`src/hdl/scc_pkg.sv`:
```
// Shared types, constants and register indexes of the shot clock controller.
// No dependencies; imported by every other file of the block.
package scc_pkg;

  localparam int TIMER_BITS          = 16;
  localparam int DISCOVER_WAIT_TICKS = 2000;
  localparam int DISCOVER_TRIES      = 4;
  localparam int MAX_SECONDS         = 99;

  localparam int SEC_BITS       = 7;
  localparam int WAIT_BITS      = 12;
  localparam int TRIES_BITS     = 3;
  localparam int INTERVAL_BITS  = 16;
  localparam int BRIGHT_BITS    = 8;
  localparam int CFG_INDEX_BITS = 2;
  localparam int CFG_DATA_BITS  = 16;

  typedef logic [TIMER_BITS-1:0] timer_t;
  typedef logic [SEC_BITS-1:0]   seconds_t;

  localparam timer_t   TIMER_MAX   = '1;
  localparam seconds_t SECONDS_MAX = SEC_BITS'(MAX_SECONDS);

  typedef enum logic [2:0] {
    K_TICK,
    K_PLAY_PAUSE,
    K_RESET_VALUE,
    K_RESET_DEFAULT,
    K_ADJUST,
    K_LINK_TIMEOUT
  } kind_t;

  typedef enum logic [1:0] {
    PH_DISC,
    PH_WAIT,
    PH_RUN
  } phase_t;

  localparam logic [CFG_INDEX_BITS-1:0] REG_DEFAULT_TIME   = 2'd0;
  localparam logic [CFG_INDEX_BITS-1:0] REG_COUNT_INTERVAL = 2'd1;
  localparam logic [CFG_INDEX_BITS-1:0] REG_REFRESH        = 2'd2;
  localparam logic [CFG_INDEX_BITS-1:0] REG_BRIGHTNESS     = 2'd3;

  localparam seconds_t                 RST_DEFAULT_TIME = 7'd30;
  localparam logic [INTERVAL_BITS-1:0] RST_COUNT_INTERVAL = 16'd1000;
  localparam logic [INTERVAL_BITS-1:0] RST_REFRESH = 16'd500;
  localparam logic [BRIGHT_BITS-1:0]   RST_BRIGHTNESS = 8'd8;

  typedef struct packed {
    seconds_t                 default_reset_time;
    logic [INTERVAL_BITS-1:0] count_interval;
    logic [INTERVAL_BITS-1:0] paused_refresh_interval;
    logic [BRIGHT_BITS-1:0]   brightness;
  } scc_cfg_t;

  typedef struct packed {
    logic [2:0]        kind;
    logic              play_after_reset;
    logic signed [7:0] reset_value;
    logic signed [7:0] adjust_amount;
  } scc_cmd_t;

  typedef struct packed {
    logic                   display_update;
    seconds_t               display_seconds;
    logic [BRIGHT_BITS-1:0] display_brightness;
    logic                   is_running;
    logic                   honk;
    logic                   discover_request;
    logic [1:0]             mode;
  } scc_status_t;

endpackage

```
`src/hdl/scc_if.sv`:
```
// Valid/ready channels of the shot clock controller: command beats in,
// status beats out. Depends on scc_pkg.
interface scc_cmd_if;
  import scc_pkg::*;
  logic              valid;
  logic              ready;
  logic [2:0]        kind;
  logic              play_after_reset;
  logic signed [7:0] reset_value;
  logic signed [7:0] adjust_amount;

  modport source (output valid, kind, play_after_reset, reset_value, adjust_amount,
                  input ready);
  modport sink   (input valid, kind, play_after_reset, reset_value, adjust_amount,
                  output ready);
endinterface

interface scc_status_if;
  import scc_pkg::*;
  logic                   valid;
  logic                   ready;
  logic                   display_update;
  seconds_t               display_seconds;
  logic [BRIGHT_BITS-1:0] display_brightness;
  logic                   is_running;
  logic                   honk;
  logic                   discover_request;
  logic [1:0]             mode;

  modport source (output valid, display_update, display_seconds, display_brightness,
                  is_running, honk, discover_request, mode, input ready);
  modport sink   (input valid, display_update, display_seconds, display_brightness,
                  is_running, honk, discover_request, mode, output ready);
endinterface

```
`src/hdl/scc_regs.sv`:
```
// Configuration register file of the shot clock controller.
// Depends on scc_pkg.
module scc_regs
  import scc_pkg::*;
(
  input  logic                      clk,
  input  logic                      rst,
  input  logic                      cfg_we,
  input  logic [CFG_INDEX_BITS-1:0] cfg_index,
  input  logic [CFG_DATA_BITS-1:0]  cfg_data,
  output scc_cfg_t                  cfg
);

  seconds_t default_clamped;

  always_comb begin
    priority if (cfg_data[SEC_BITS-1:0] == '0) begin
      default_clamped = seconds_t'(1);
    end else if (cfg_data[SEC_BITS-1:0] > SECONDS_MAX) begin
      default_clamped = SECONDS_MAX;
    end else begin
      default_clamped = cfg_data[SEC_BITS-1:0];
    end
  end

  always_ff @(posedge clk) begin
    if (rst) begin
      cfg.default_reset_time      <= RST_DEFAULT_TIME;
      cfg.count_interval          <= RST_COUNT_INTERVAL;
      cfg.paused_refresh_interval <= RST_REFRESH;
      cfg.brightness              <= RST_BRIGHTNESS;
    end else if (cfg_we) begin
      unique case (cfg_index)
        REG_DEFAULT_TIME:   cfg.default_reset_time      <= default_clamped;
        REG_COUNT_INTERVAL: cfg.count_interval          <= cfg_data[INTERVAL_BITS-1:0];
        REG_REFRESH:        cfg.paused_refresh_interval <= cfg_data[INTERVAL_BITS-1:0];
        REG_BRIGHTNESS:     cfg.brightness              <= cfg_data[BRIGHT_BITS-1:0];
        default: ;
      endcase
    end
  end

endmodule

```
`src/hdl/scc_core.sv`:
```
// Controller core: input register, clock state with its next-state logic,
// and the status output register. Depends on scc_pkg and scc_if.
module scc_core
  import scc_pkg::*;
(
  input  logic           clk,
  input  logic           rst,
  input  scc_cfg_t       cfg,
  scc_cmd_if.sink        cmd,
  scc_status_if.source   status
);

  // input stage
  logic     s1_valid;
  scc_cmd_t s1_cmd;
  logic     advance;

  // output stage
  logic        out_valid;
  scc_status_t out_data;

  // clock state
  phase_t                phase, phase_next;
  logic [TRIES_BITS-1:0] tries, tries_next;
  logic [WAIT_BITS-1:0]  wait_ticks, wait_ticks_next;
  timer_t                count_ticks, count_ticks_next;
  timer_t                refresh_ticks, refresh_ticks_next;
  seconds_t              remaining, remaining_next;
  logic                  running, running_next;

  kind_t             kind;
  timer_t            count_inc, refresh_inc;
  logic              wait_done, count_due, refresh_due;
  logic              upd, honk, disc;
  seconds_t          reset_clamped;
  logic signed [8:0] adj_sum;
  seconds_t          adj_clamped;

  assign advance   = s1_valid && (!out_valid || status.ready);
  assign cmd.ready = !s1_valid || advance;
  assign kind      = kind_t'(s1_cmd.kind);

  assign count_inc   = (count_ticks == TIMER_MAX) ? count_ticks : count_ticks + 1'b1;
  assign refresh_inc = (refresh_ticks == TIMER_MAX) ? refresh_ticks : refresh_ticks + 1'b1;
  assign wait_done   = wait_ticks >= WAIT_BITS'(DISCOVER_WAIT_TICKS);
  assign count_due   = running && (remaining != '0) &&
                       (32'(count_inc) >= 32'(cfg.count_interval));
  assign refresh_due = !running && (32'(refresh_inc) >= 32'(cfg.paused_refresh_interval));

  always_comb begin
    priority if (s1_cmd.reset_value < 8'sd1) begin
      reset_clamped = seconds_t'(1);
    end else if (s1_cmd.reset_value > 8'sd99) begin
      reset_clamped = SECONDS_MAX;
    end else begin
      reset_clamped = s1_cmd.reset_value[SEC_BITS-1:0];
    end
  end

  assign adj_sum = $signed({2'b00, remaining}) + 9'(s1_cmd.adjust_amount);

  always_comb begin
    priority if (adj_sum < 9'sd0) begin
      adj_clamped = '0;
    end else if (adj_sum > 9'sd99) begin
      adj_clamped = SECONDS_MAX;
    end else begin
      adj_clamped = adj_sum[SEC_BITS-1:0];
    end
  end

  // phase sequencing
  always_comb begin
    phase_next = phase;
    unique case (kind)
      K_TICK: begin
        unique case (phase)
          PH_DISC: phase_next = PH_WAIT;
          PH_WAIT: if (wait_done) begin
            phase_next = (tries < TRIES_BITS'(DISCOVER_TRIES)) ? PH_DISC : PH_RUN;
          end
          PH_RUN: ;
          default: ;
        endcase
      end
      K_LINK_TIMEOUT: if (phase == PH_WAIT) begin
        phase_next = PH_RUN;
      end
      default: ;
    endcase
  end

  // result flags
  always_comb begin
    upd  = 1'b0;
    honk = 1'b0;
    disc = 1'b0;
    unique case (kind)
      K_TICK: begin
        disc = (phase == PH_DISC);
        if (phase == PH_RUN) begin
          upd  = count_due || refresh_due;
          honk = count_due && (remaining == seconds_t'(1));
        end
      end
      K_PLAY_PAUSE, K_RESET_VALUE, K_RESET_DEFAULT: upd = 1'b1;
      K_ADJUST: upd = !running;
      default: ;
    endcase
  end

  // counters and clock value
  always_comb begin
    tries_next         = tries;
    wait_ticks_next    = wait_ticks;
    count_ticks_next   = count_ticks;
    refresh_ticks_next = refresh_ticks;
    remaining_next     = remaining;
    running_next       = running;
    unique case (kind)
      K_TICK: begin
        count_ticks_next   = count_inc;
        refresh_ticks_next = refresh_inc;
        unique case (phase)
          PH_DISC: begin
            if (tries != '1) tries_next = tries + 1'b1;
            wait_ticks_next = '0;
          end
          PH_WAIT: if (!wait_done) begin
            wait_ticks_next = wait_ticks + 1'b1;
          end
          PH_RUN: begin
            if (running) begin
              if (remaining == '0) begin
                running_next = 1'b0;
              end else if (count_due) begin
                remaining_next     = remaining - 1'b1;
                running_next       = (remaining != seconds_t'(1));
                count_ticks_next   = '0;
                refresh_ticks_next = '0;
              end
            end else if (refresh_due) begin
              refresh_ticks_next = '0;
            end
          end
          default: ;
        endcase
      end
      K_PLAY_PAUSE: running_next = !running;
      K_RESET_VALUE, K_RESET_DEFAULT: begin
        remaining_next     = (kind == K_RESET_VALUE) ? reset_clamped : cfg.default_reset_time;
        running_next       = s1_cmd.play_after_reset;
        count_ticks_next   = '0;
        refresh_ticks_next = '0;
      end
      K_ADJUST: if (!running) begin
        remaining_next     = adj_clamped;
        count_ticks_next   = '0;
        refresh_ticks_next = '0;
      end
      default: ;
    endcase
  end

  always_ff @(posedge clk) begin
    if (rst) begin
      s1_valid <= 1'b0;
    end else if (cmd.ready) begin
      s1_valid <= cmd.valid;
    end
    if (cmd.ready && cmd.valid) begin
      s1_cmd <= '{kind: cmd.kind, play_after_reset: cmd.play_after_reset,
                  reset_value: cmd.reset_value, adjust_amount: cmd.adjust_amount};
    end
  end

  always_ff @(posedge clk) begin
    if (rst) begin
      phase         <= PH_DISC;
      tries         <= '0;
      wait_ticks    <= '0;
      count_ticks   <= '0;
      refresh_ticks <= '0;
      remaining     <= RST_DEFAULT_TIME;
      running       <= 1'b0;
    end else if (advance) begin
      phase         <= phase_next;
      tries         <= tries_next;
      wait_ticks    <= wait_ticks_next;
      count_ticks   <= count_ticks_next;
      refresh_ticks <= refresh_ticks_next;
      remaining     <= remaining_next;
      running       <= running_next;
    end
  end

  always_ff @(posedge clk) begin
    if (rst) begin
      out_valid <= 1'b0;
    end else if (advance) begin
      out_valid <= 1'b1;
    end else if (status.ready) begin
      out_valid <= 1'b0;
    end
    if (advance) begin
      out_data <= '{display_update: upd, display_seconds: remaining_next,
                    display_brightness: cfg.brightness, is_running: running_next,
                    honk: honk, discover_request: disc, mode: phase_next};
    end
  end

  assign status.valid              = out_valid;
  assign status.display_update     = out_data.display_update;
  assign status.display_seconds    = out_data.display_seconds;
  assign status.display_brightness = out_data.display_brightness;
  assign status.is_running         = out_data.is_running;
  assign status.honk               = out_data.honk;
  assign status.discover_request   = out_data.discover_request;
  assign status.mode               = out_data.mode;

  a_honk_stops: assert property (@(posedge clk) disable iff (rst)
    out_valid && out_data.honk |->
      out_data.display_update && !out_data.is_running && out_data.display_seconds == '0)
    else $error("honk without a stop at zero");

  a_disc_enters_wait: assert property (@(posedge clk) disable iff (rst)
    out_valid && out_data.discover_request |-> out_data.mode == PH_WAIT)
    else $error("discovery request outside the wait phase");

  a_seconds_range: assert property (@(posedge clk) disable iff (rst)
    remaining <= SECONDS_MAX)
    else $error("remaining seconds out of range");

  a_hold_input: assert property (@(posedge clk) disable iff (rst)
    s1_valid && !advance |=> s1_valid && $stable(s1_cmd))
    else $error("stalled command beat lost");

  a_state_only_on_advance: assert property (@(posedge clk) disable iff (rst)
    !advance |=> $stable(remaining) && $stable(running) && $stable(phase))
    else $error("clock state changed without a beat");

endmodule

```
`src/hdl/shot_clock_countdown_controller_unit.sv`:
```
// Top level of the shot clock countdown controller.
// Depends on scc_pkg, scc_if, scc_regs and scc_core.
//
// Usage:
//   cmd carries one beat per event: a millisecond tick or a command
//   (play/pause, reset to value, reset to default, adjust, link timeout).
//   status returns exactly one beat per command beat, in order: the
//   display update strobe, remaining seconds, brightness, running flag,
//   honk, discovery request and phase.
//   Configuration is written through cfg_we/cfg_index/cfg_data while no
//   beat is in flight; default_reset_time is clamped to 1..99 on write.
// Timing:
//   A command beat passes through the input register, then the status
//   register, on its way to status. One beat is taken per cycle while
//   status is not stalled; the state logic between them is combinational.
// Reset (rst, synchronous): phase discover, timers and tries cleared,
//   clock stopped at 30 s, registers to their defaults, both stages empty.
// Stall: while status.ready is low the status register holds; the input
//   register takes one more beat, then cmd.ready drops until the sink
//   takes the waiting beat.
module shot_clock_countdown_controller_unit
  import scc_pkg::*;
(
  input  logic                      clk,
  input  logic                      rst,
  scc_cmd_if.sink                   cmd,
  scc_status_if.source              status,
  input  logic                      cfg_we,
  input  logic [CFG_INDEX_BITS-1:0] cfg_index,
  input  logic [CFG_DATA_BITS-1:0]  cfg_data
);

  scc_cfg_t cfg;

  scc_regs u_regs (
    .clk       (clk),
    .rst       (rst),
    .cfg_we    (cfg_we),
    .cfg_index (cfg_index),
    .cfg_data  (cfg_data),
    .cfg       (cfg)
  );

  scc_core u_core (
    .clk    (clk),
    .rst    (rst),
    .cfg    (cfg),
    .cmd    (cmd),
    .status (status)
  );

endmodule
```
`src/flat_wrapper.sv`:
```
// flat-port wrapper written by rule: the top's interface ports become plain ports
module shot_clock_countdown_controller_unit_flat import scc_pkg::*;
  (clk, rst, cfg_we, cfg_index, cfg_data, cmd_valid, cmd_kind, cmd_play_after_reset, cmd_reset_value, cmd_adjust_amount, cmd_ready, status_valid, status_display_update, status_display_seconds, status_display_brightness, status_is_running, status_honk, status_discover_request, status_mode, status_ready);
  scc_cmd_if cmd_i ();
  scc_status_if status_i ();
  input  logic clk;
  input  logic rst;
  input  logic cfg_we;
  input  logic [CFG_INDEX_BITS-1:0] cfg_index;
  input  logic [CFG_DATA_BITS-1:0] cfg_data;
  input wire logic [$bits(cmd_i.valid)-1:0] cmd_valid;
  input wire logic [$bits(cmd_i.kind)-1:0] cmd_kind;
  input wire logic [$bits(cmd_i.play_after_reset)-1:0] cmd_play_after_reset;
  input wire logic [$bits(cmd_i.reset_value)-1:0] cmd_reset_value;
  input wire logic [$bits(cmd_i.adjust_amount)-1:0] cmd_adjust_amount;
  output wire logic [$bits(cmd_i.ready)-1:0] cmd_ready;
  output wire logic [$bits(status_i.valid)-1:0] status_valid;
  output wire logic [$bits(status_i.display_update)-1:0] status_display_update;
  output wire logic [$bits(status_i.display_seconds)-1:0] status_display_seconds;
  output wire logic [$bits(status_i.display_brightness)-1:0] status_display_brightness;
  output wire logic [$bits(status_i.is_running)-1:0] status_is_running;
  output wire logic [$bits(status_i.honk)-1:0] status_honk;
  output wire logic [$bits(status_i.discover_request)-1:0] status_discover_request;
  output wire logic [$bits(status_i.mode)-1:0] status_mode;
  input wire logic [$bits(status_i.ready)-1:0] status_ready;
  assign cmd_i.valid = cmd_valid;
  assign cmd_i.kind = cmd_kind;
  assign cmd_i.play_after_reset = cmd_play_after_reset;
  assign cmd_i.reset_value = cmd_reset_value;
  assign cmd_i.adjust_amount = cmd_adjust_amount;
  assign cmd_ready = cmd_i.ready;
  assign status_valid = status_i.valid;
  assign status_display_update = status_i.display_update;
  assign status_display_seconds = status_i.display_seconds;
  assign status_display_brightness = status_i.display_brightness;
  assign status_is_running = status_i.is_running;
  assign status_honk = status_i.honk;
  assign status_discover_request = status_i.discover_request;
  assign status_mode = status_i.mode;
  assign status_i.ready = status_ready;
  shot_clock_countdown_controller_unit u_core (.clk(clk), .rst(rst), .cmd(cmd_i), .status(status_i), .cfg_we(cfg_we), .cfg_index(cfg_index), .cfg_data(cfg_data));
endmodule
```
`config.mk`:
```
export PLATFORM = sky130hd
export DESIGN_NAME = shot_clock_countdown_controller_unit_flat
export DESIGN_NICKNAME = d
export VERILOG_FILES = /design/src/hdl/scc_pkg.sv /design/src/hdl/scc_if.sv /design/src/hdl/scc_regs.sv /design/src/hdl/scc_core.sv /design/src/hdl/shot_clock_countdown_controller_unit.sv /design/src/flat_wrapper.sv
export SDC_FILE = /design/constraint.sdc
export NUM_CORES = 1
export LEC_CHECK = 0
export CAP_MARGIN = 20
export CORE_ASPECT_RATIO = 0.9
export CORE_MARGIN = 1
export CORE_UTILIZATION = 39
export CTS_CLUSTER_DIAMETER = 200
export DETAILED_ROUTE_END_ITERATION = 16
export DONT_BUFFER_PORTS = 1
export PLACE_DENSITY_LB_ADDON = 0.05
export SLEW_MARGIN = 30
export SYNTH_ARGS = -nofsm -noshare
export SYNTH_HDL_FRONTEND = slang
export SYNTH_SLANG_ARGS = --single-unit
```
`constraint.sdc`:
```
create_clock -name clk -period 8.34 [get_ports clk]
set_input_delay 0.417 -clock clk [delete_from_list [all_inputs] [get_ports clk]]
set_output_delay 0.417 -clock clk [all_outputs]
set_load 0.02 [all_outputs]
```
[Word-level counts from Yosys, hierarchy flattened]
Cells that the tools add are included.
Storage, ports and cells
  register bits: 147
  output and inout bits: 23
Cells by class
  add/subtract/negate cells: 6
  $lt $le $gt $ge: 9
  equality and inequality tests: 17
  mux-type cells: 43
  reduce and logical (&&, ||, !) cells: 31
Operator list (number)
  16-bit two-way mux: 12
  16-bit case mux with 3 select lines: 2
  7-bit two-way mux: 12
  16-bit by 1-bit adder with 16-bit output, second input constant: 2
  16-bit equality test, second input constant: 2
  16-bit >= comparator: 2
  12-bit case mux with 2 select lines: 1
  7-bit case mux with 3 select lines: 1
  7-bit zero test: 2
  12-bit by 1-bit adder with 12-bit output, second input constant: 1
  12-bit by 11-bit >= comparator with 1-bit output, second input constant: 1
  12-bit two-way mux: 1
  2-bit AND reduction: 5
  8-bit by 8-bit adder with 9-bit output: 1
  9-bit by 8-bit > comparator with 1-bit output, second input constant: 1
  9-bit by 1-bit < comparator with 1-bit output, second input constant: 1
  8-bit > comparator, second input constant: 1
  8-bit by 2-bit < comparator with 1-bit output, second input constant: 1
  2-bit case mux with 2 select lines: 2
  4-bit AND reduction: 2
  7-bit by 1-bit equality test with 1-bit output, second input constant: 1
  7-bit > comparator, second input constant: 1
  1-bit two-way mux: 7
  7-bit by 1-bit != test with 1-bit output, second input constant: 1
  23 further kinds: 43

[Longest topological paths before layout]
  depth after elaboration: 9
  gate-level depth with buffers: 16
  depth with buffers taken out: 15

[By module]
Synthesis repeated with hierarchy kept, for this count alone.
Second synthesis, totals
  cell total of the unflattened synthesis: 927
  area total of the unflattened synthesis: 8110.3 sq um
By module, submodules not included
  scc_core: times used 1, cells each 716, area each 6377.4 sq um
  scc_regs: times used 1, cells each 211, area each 1732.9 sq um

[Worst setup path before layout]
OpenSTA, ideal clock, no wires.
  kind: register -> register
  start point: register u_core.u_core.refresh_ticks[0]
  end point: register u_core.u_core.refresh_ticks[9]
  setup time: 79 ps
  arrival: 3642 ps
  data required time: 8261 ps
  path slack: 4619 ps
  cell stages (with the launch flop): 17
  buffers on the path: 1
  path through: dfxtp_1 -> ha_1 -> inv_1 -> nor4_4 -> nand2_1 -> and4_2 -> nor2b_1 -> or2_2 -> ha_1 -> a21o_1 -> a21oi_1 -> o31ai_1 -> a2111o_1 -> a31oi_1 -> buf_2 -> nand3_1 -> o211ai_1
On the way
  cells in the longest elaborated chain, start to end: 8
  elaborated cells on any way between the ends: 11
  classes of those cells: add/sub (1); order compare (1); eq/ne (1); mux (7); reduce/logical (1)
Ends and longest elaborated chain
  start: declaration: RTL line scc_core.sv:27  | timer_t refresh_ticks, refresh_ticks_next;
  start signal: assignment: RTL line scc_core.sv:191  | refresh_ticks <= refresh_ticks_next;
  16-bit by 1-bit adder with 16-bit output / 16-bit equality test (equally long branches): RTL line scc_core.sv:44  | assign refresh_inc = (refresh_ticks == TIMER_MAX) ? refresh_ticks : refresh_ticks + 1'b1;
  16-bit two-way mux (*): RTL line scc_core.sv:44
  16-bit >= comparator: RTL line scc_core.sv:48  | assign refresh_due = !running && (32'(refresh_inc) >= 32'(cfg.paused_refresh_interval));
  1-bit logical AND: RTL line scc_core.sv:48
  16-bit two-way mux: RTL line scc_core.sv:142  | end else if (refresh_due) begin
  16-bit two-way mux: RTL line scc_core.sv:133  | if (running) begin
  16-bit two-way mux (*): RTL line scc_core.sv:124  | unique case (phase)
  16-bit case mux with 3 select lines (*): RTL line scc_core.sv:120  | unique case (kind)
Mark *: on every way between the ends. The rest lies on a longest branch, timed or not.
A chain may end at the register's enable or synchronous reset.

[Worst setup path in the final report]
  start point: register u_core.u_core.refresh_ticks[0]
  end point: register u_core.u_core.refresh_ticks[2]
Same word-level chain as after synthesis.

==> metrics.txt <==
status=completed; Hold Crit Class=in2reg; htree depth=4; RSZ-0062 raised after global routing=no; YS warnings=0; synthesis-to-layout area growth=9.26%; Buffers on Ports=0; minimum clock period=4.58 ns; count leader, synth=nand2_1; cell repeated most along the worst path=ha_1; Post-Syn Area=0.00814 mm2; Sequential Area=0.00335 mm2; Total GRT Usage=0.200; DRT iter0 DRCs=429; multi-input logic area=0.00441 mm2; num rows=49; DRT Wirelength=20,700 um; Seq/Total Area, Yosys=0.412; vias in the first global route=6,212; Setup Skew=0.00800 ns; Fillers=1,990; placed insts=1,144; DRT antenna net count=0; Detailed Place HPWL=15,300 um; Vias/cell=5.70; Die Y=139 um; number of clock sinks=147; largest area contributor in the netlist=dfxtp_1; Root Buffer=clkbuf_16; fin cells=1,176; initial antenna violation count=0; CTS tree=done; Crit-path slowest cell=a31oi_2; Ant. Diodes=0; total core area=0.0202 mm2; Max-Cap Viols=0; Post-synth EDFFs=41; pwr dens=190 mW/mm2; worst-margin pin slew=0.903 ns; Relative slew margins=0.382; Crit Path Class=reg2reg; f_max=218 MHz; wire per inst=17.6 um; grt total ovfl=0; Die X=154 um; ys flop type=dfxtp_1; Max Transition Viols Final=0; Commonest cells post-synth=130 x nand2_1, 106 x dfxtp_1, 74 x a21oi_1; Mapped Nets=1,019; Lkg Pwr=3.39 nW; I/O pins=66; async set or reset register ratio after synthesis=0; DP Worst Slack=3.51 ns; initial core utilization=0.402; Clk Latency, worst-skew pair=0.43 ns; DP Area=0.00831 mm2; share of the synthesized area in the top cell type=0.261; Period Utilization, post-route=0.549; fraction of layout cells with a size suffix above 1=0.0738; CTS Buf Count=17; Final Setup Violations=0; Final Hold Viols=0; worst setup margin=3.76 ns; Reg clk slew, reported paths=0.07 ns; CTS max path bufs=2; Worst setup SP type=flip-flop; die area=0.0214 mm2; fin nets=1,000; crit path DAT=4.95 ns; Finished Core Util=0.439; gpl congestion=0.900; slowest cell delay on critical path=0.52 ns; syn avg cell area=8.78 um2; post-CTS setup buffers=0; Setup TNS=0 ns; DR DRC count=0; pin count of the biggest net entering global routing=54; Total Power=1.69 mW; post-CTS resize count=0; first-pass GRT wire length=33,400 um; Hold WS=0.0559 ns; Crit Path Max Fanout=12; cell breakdown of the critical path=ha_1 > inv_1 > nor4_4 > nand2_1 > and4_2 > nor2b_1 > or2_2 > ha_1 > a21o_1 > a21oi_1 > o31ai_1 > a2111o_1 > a31oi_2 > and2_1 > a32o_1; Setup crit end kind=flip-flop; Yosys reg bits=147; synth top area cells=dfxtp_1 26%, edfxtp_1 15%, ha_1 7.4%; final instance area=0.00889 mm2; Syn Inst Count=927; Pre-antenna DRT Iters=8; via count=6,700; worst path required time=8.72 ns; VDD IR-drop max=0.122 mV; Yosys cell types=82; hold_buf cts=0
==> worst max-delay path, delay by kind of cell, from the launching register on <==
family                   cells  cell delay, ns
AO/OA/AOI/OAI                6            1.56
adder cells (fa/ha/maj)      2            0.49
buffers and inverters        1            0.10
flip-flops                   1            0.45
AND/OR/NAND/NOR              6            1.91
==> report_power, final <==
| part | switching (mW) | leakage, nW | internal, mW |
|---|---|---|---|
| combinational | 0.0881 | 1.87 | 0.0564 |
| sequential | 0.0299 | 1.25 | 0.762 |
| clock | 0.336 | 0.272 | 0.418 |
| total | 0.454 | 3.39 | 1.24 |
==> final timing paths <==
check | from | to | slack, ns | cells past startpoint
max | u_core.u_core.refresh_ticks[0]$_SDFFE_PP0P_ | u_core.u_core.refresh_ticks[2]$_SDFFE_PP0P_ | 3.76 | 15
min | rst | u_core.u_core.wait_ticks[1]$_SDFFE_PP0P_ | 0.06 | 1
max reg2reg | u_core.u_core.refresh_ticks[0]$_SDFFE_PP0P_ | u_core.u_core.refresh_ticks[2]$_SDFFE_PP0P_ | 3.76 | 15
min reg2reg | u_core.u_regs.cfg[2]$_SDFFE_PP0P_ | u_core.u_core.status.display_brightness[2]$_DFFE_PP_ | 0.43 | 0
==> logic make-up (layout without fill, tap and decap cells) <==
family          Yosys count  after routing  share of synthesized area
simple gates            364            364                      0.224
compound gates          231            231                      0.195
flops                   147            147                      0.412
buf+inv                  96             90                     0.0475
fa+ha+maj                49             49                     0.0763
xor+xnor                 32             32                     0.0345
mux                       8              8                     0.0108
==> area by class of cell <==
cell class | count | area share
sequential | 147 | 0.377
inverter | 54 | 0.0228
clock inverter | 15 | 0.0165
tap | 255 | 0.0359
timing repair buffer | 4 | 0.00338
clock buffer | 17 | 0.0479
multi-input combinational | 684 | 0.496
==> state kept, by name, summed over array words and instances, names as in the netlist, 2 cells and up <==
signal                                   count
u_core.u_core.count_ticks                   16
u_core.u_core.s1_cmd                        17
u_core.u_core.tries                          3
u_core.u_core.kind                           3
u_core.u_core.wait_ticks                    12
u_core.u_core.status.display_brightness      8
u_core.u_core.remaining                      7
u_core.u_regs.cfg                           47
u_core.u_core.status.display_seconds         7
u_core.u_core.refresh_ticks                 16
u_core.u_core.status.mode                    2
u_core.u_core.phase                          2
==> per-layer routing <==
| metal | share of wire | vias to the layer above | global-route usage |
|---|---|---|---|
| li1 | - | 3328 | - |
| met1 | 0.50 | 3180 | 0.286 |
| met2 | 0.44 | 175 | 0.301 |
| met3 | 0.050 | 17 | 0.0441 |
| met4 | 0.0091 | 0 | 0.0537 |
| met5 | 0 | - | 0 |
==> cell usage in the layout (no fill, tap or decap), types with 4 or more instances in the layout <==
master and n:
o22ai_1 4, o21a_1 8, o211ai_1 17, o211a_1 4, buf_4 4, and3_1 12, clkbuf_16 17, a41oi_1 6
a211oi_1 7, or3_1 8, dfxtp_1 106, a311oi_1 5, a21o_1 9, mux2i_1 5, a211o_1 4, edfxtp_1 41
nor4_1 4, ha_1 48, nand4_1 18, nand3_1 36, nor2b_1 7, nand4b_1 4, nor2_1 64, a22oi_1 8
inv_1 53, nor3_1 21, xnor2_1 18, inv_6 7, a32o_1 10, nand2b_1 13, or2_2 8, xor2_1 14
and2_1 5, nor3b_1 5, a21oi_1 73, a31oi_1 18, nand2_1 130, o21ai_0 23
(Power assumes the default switching activity.)
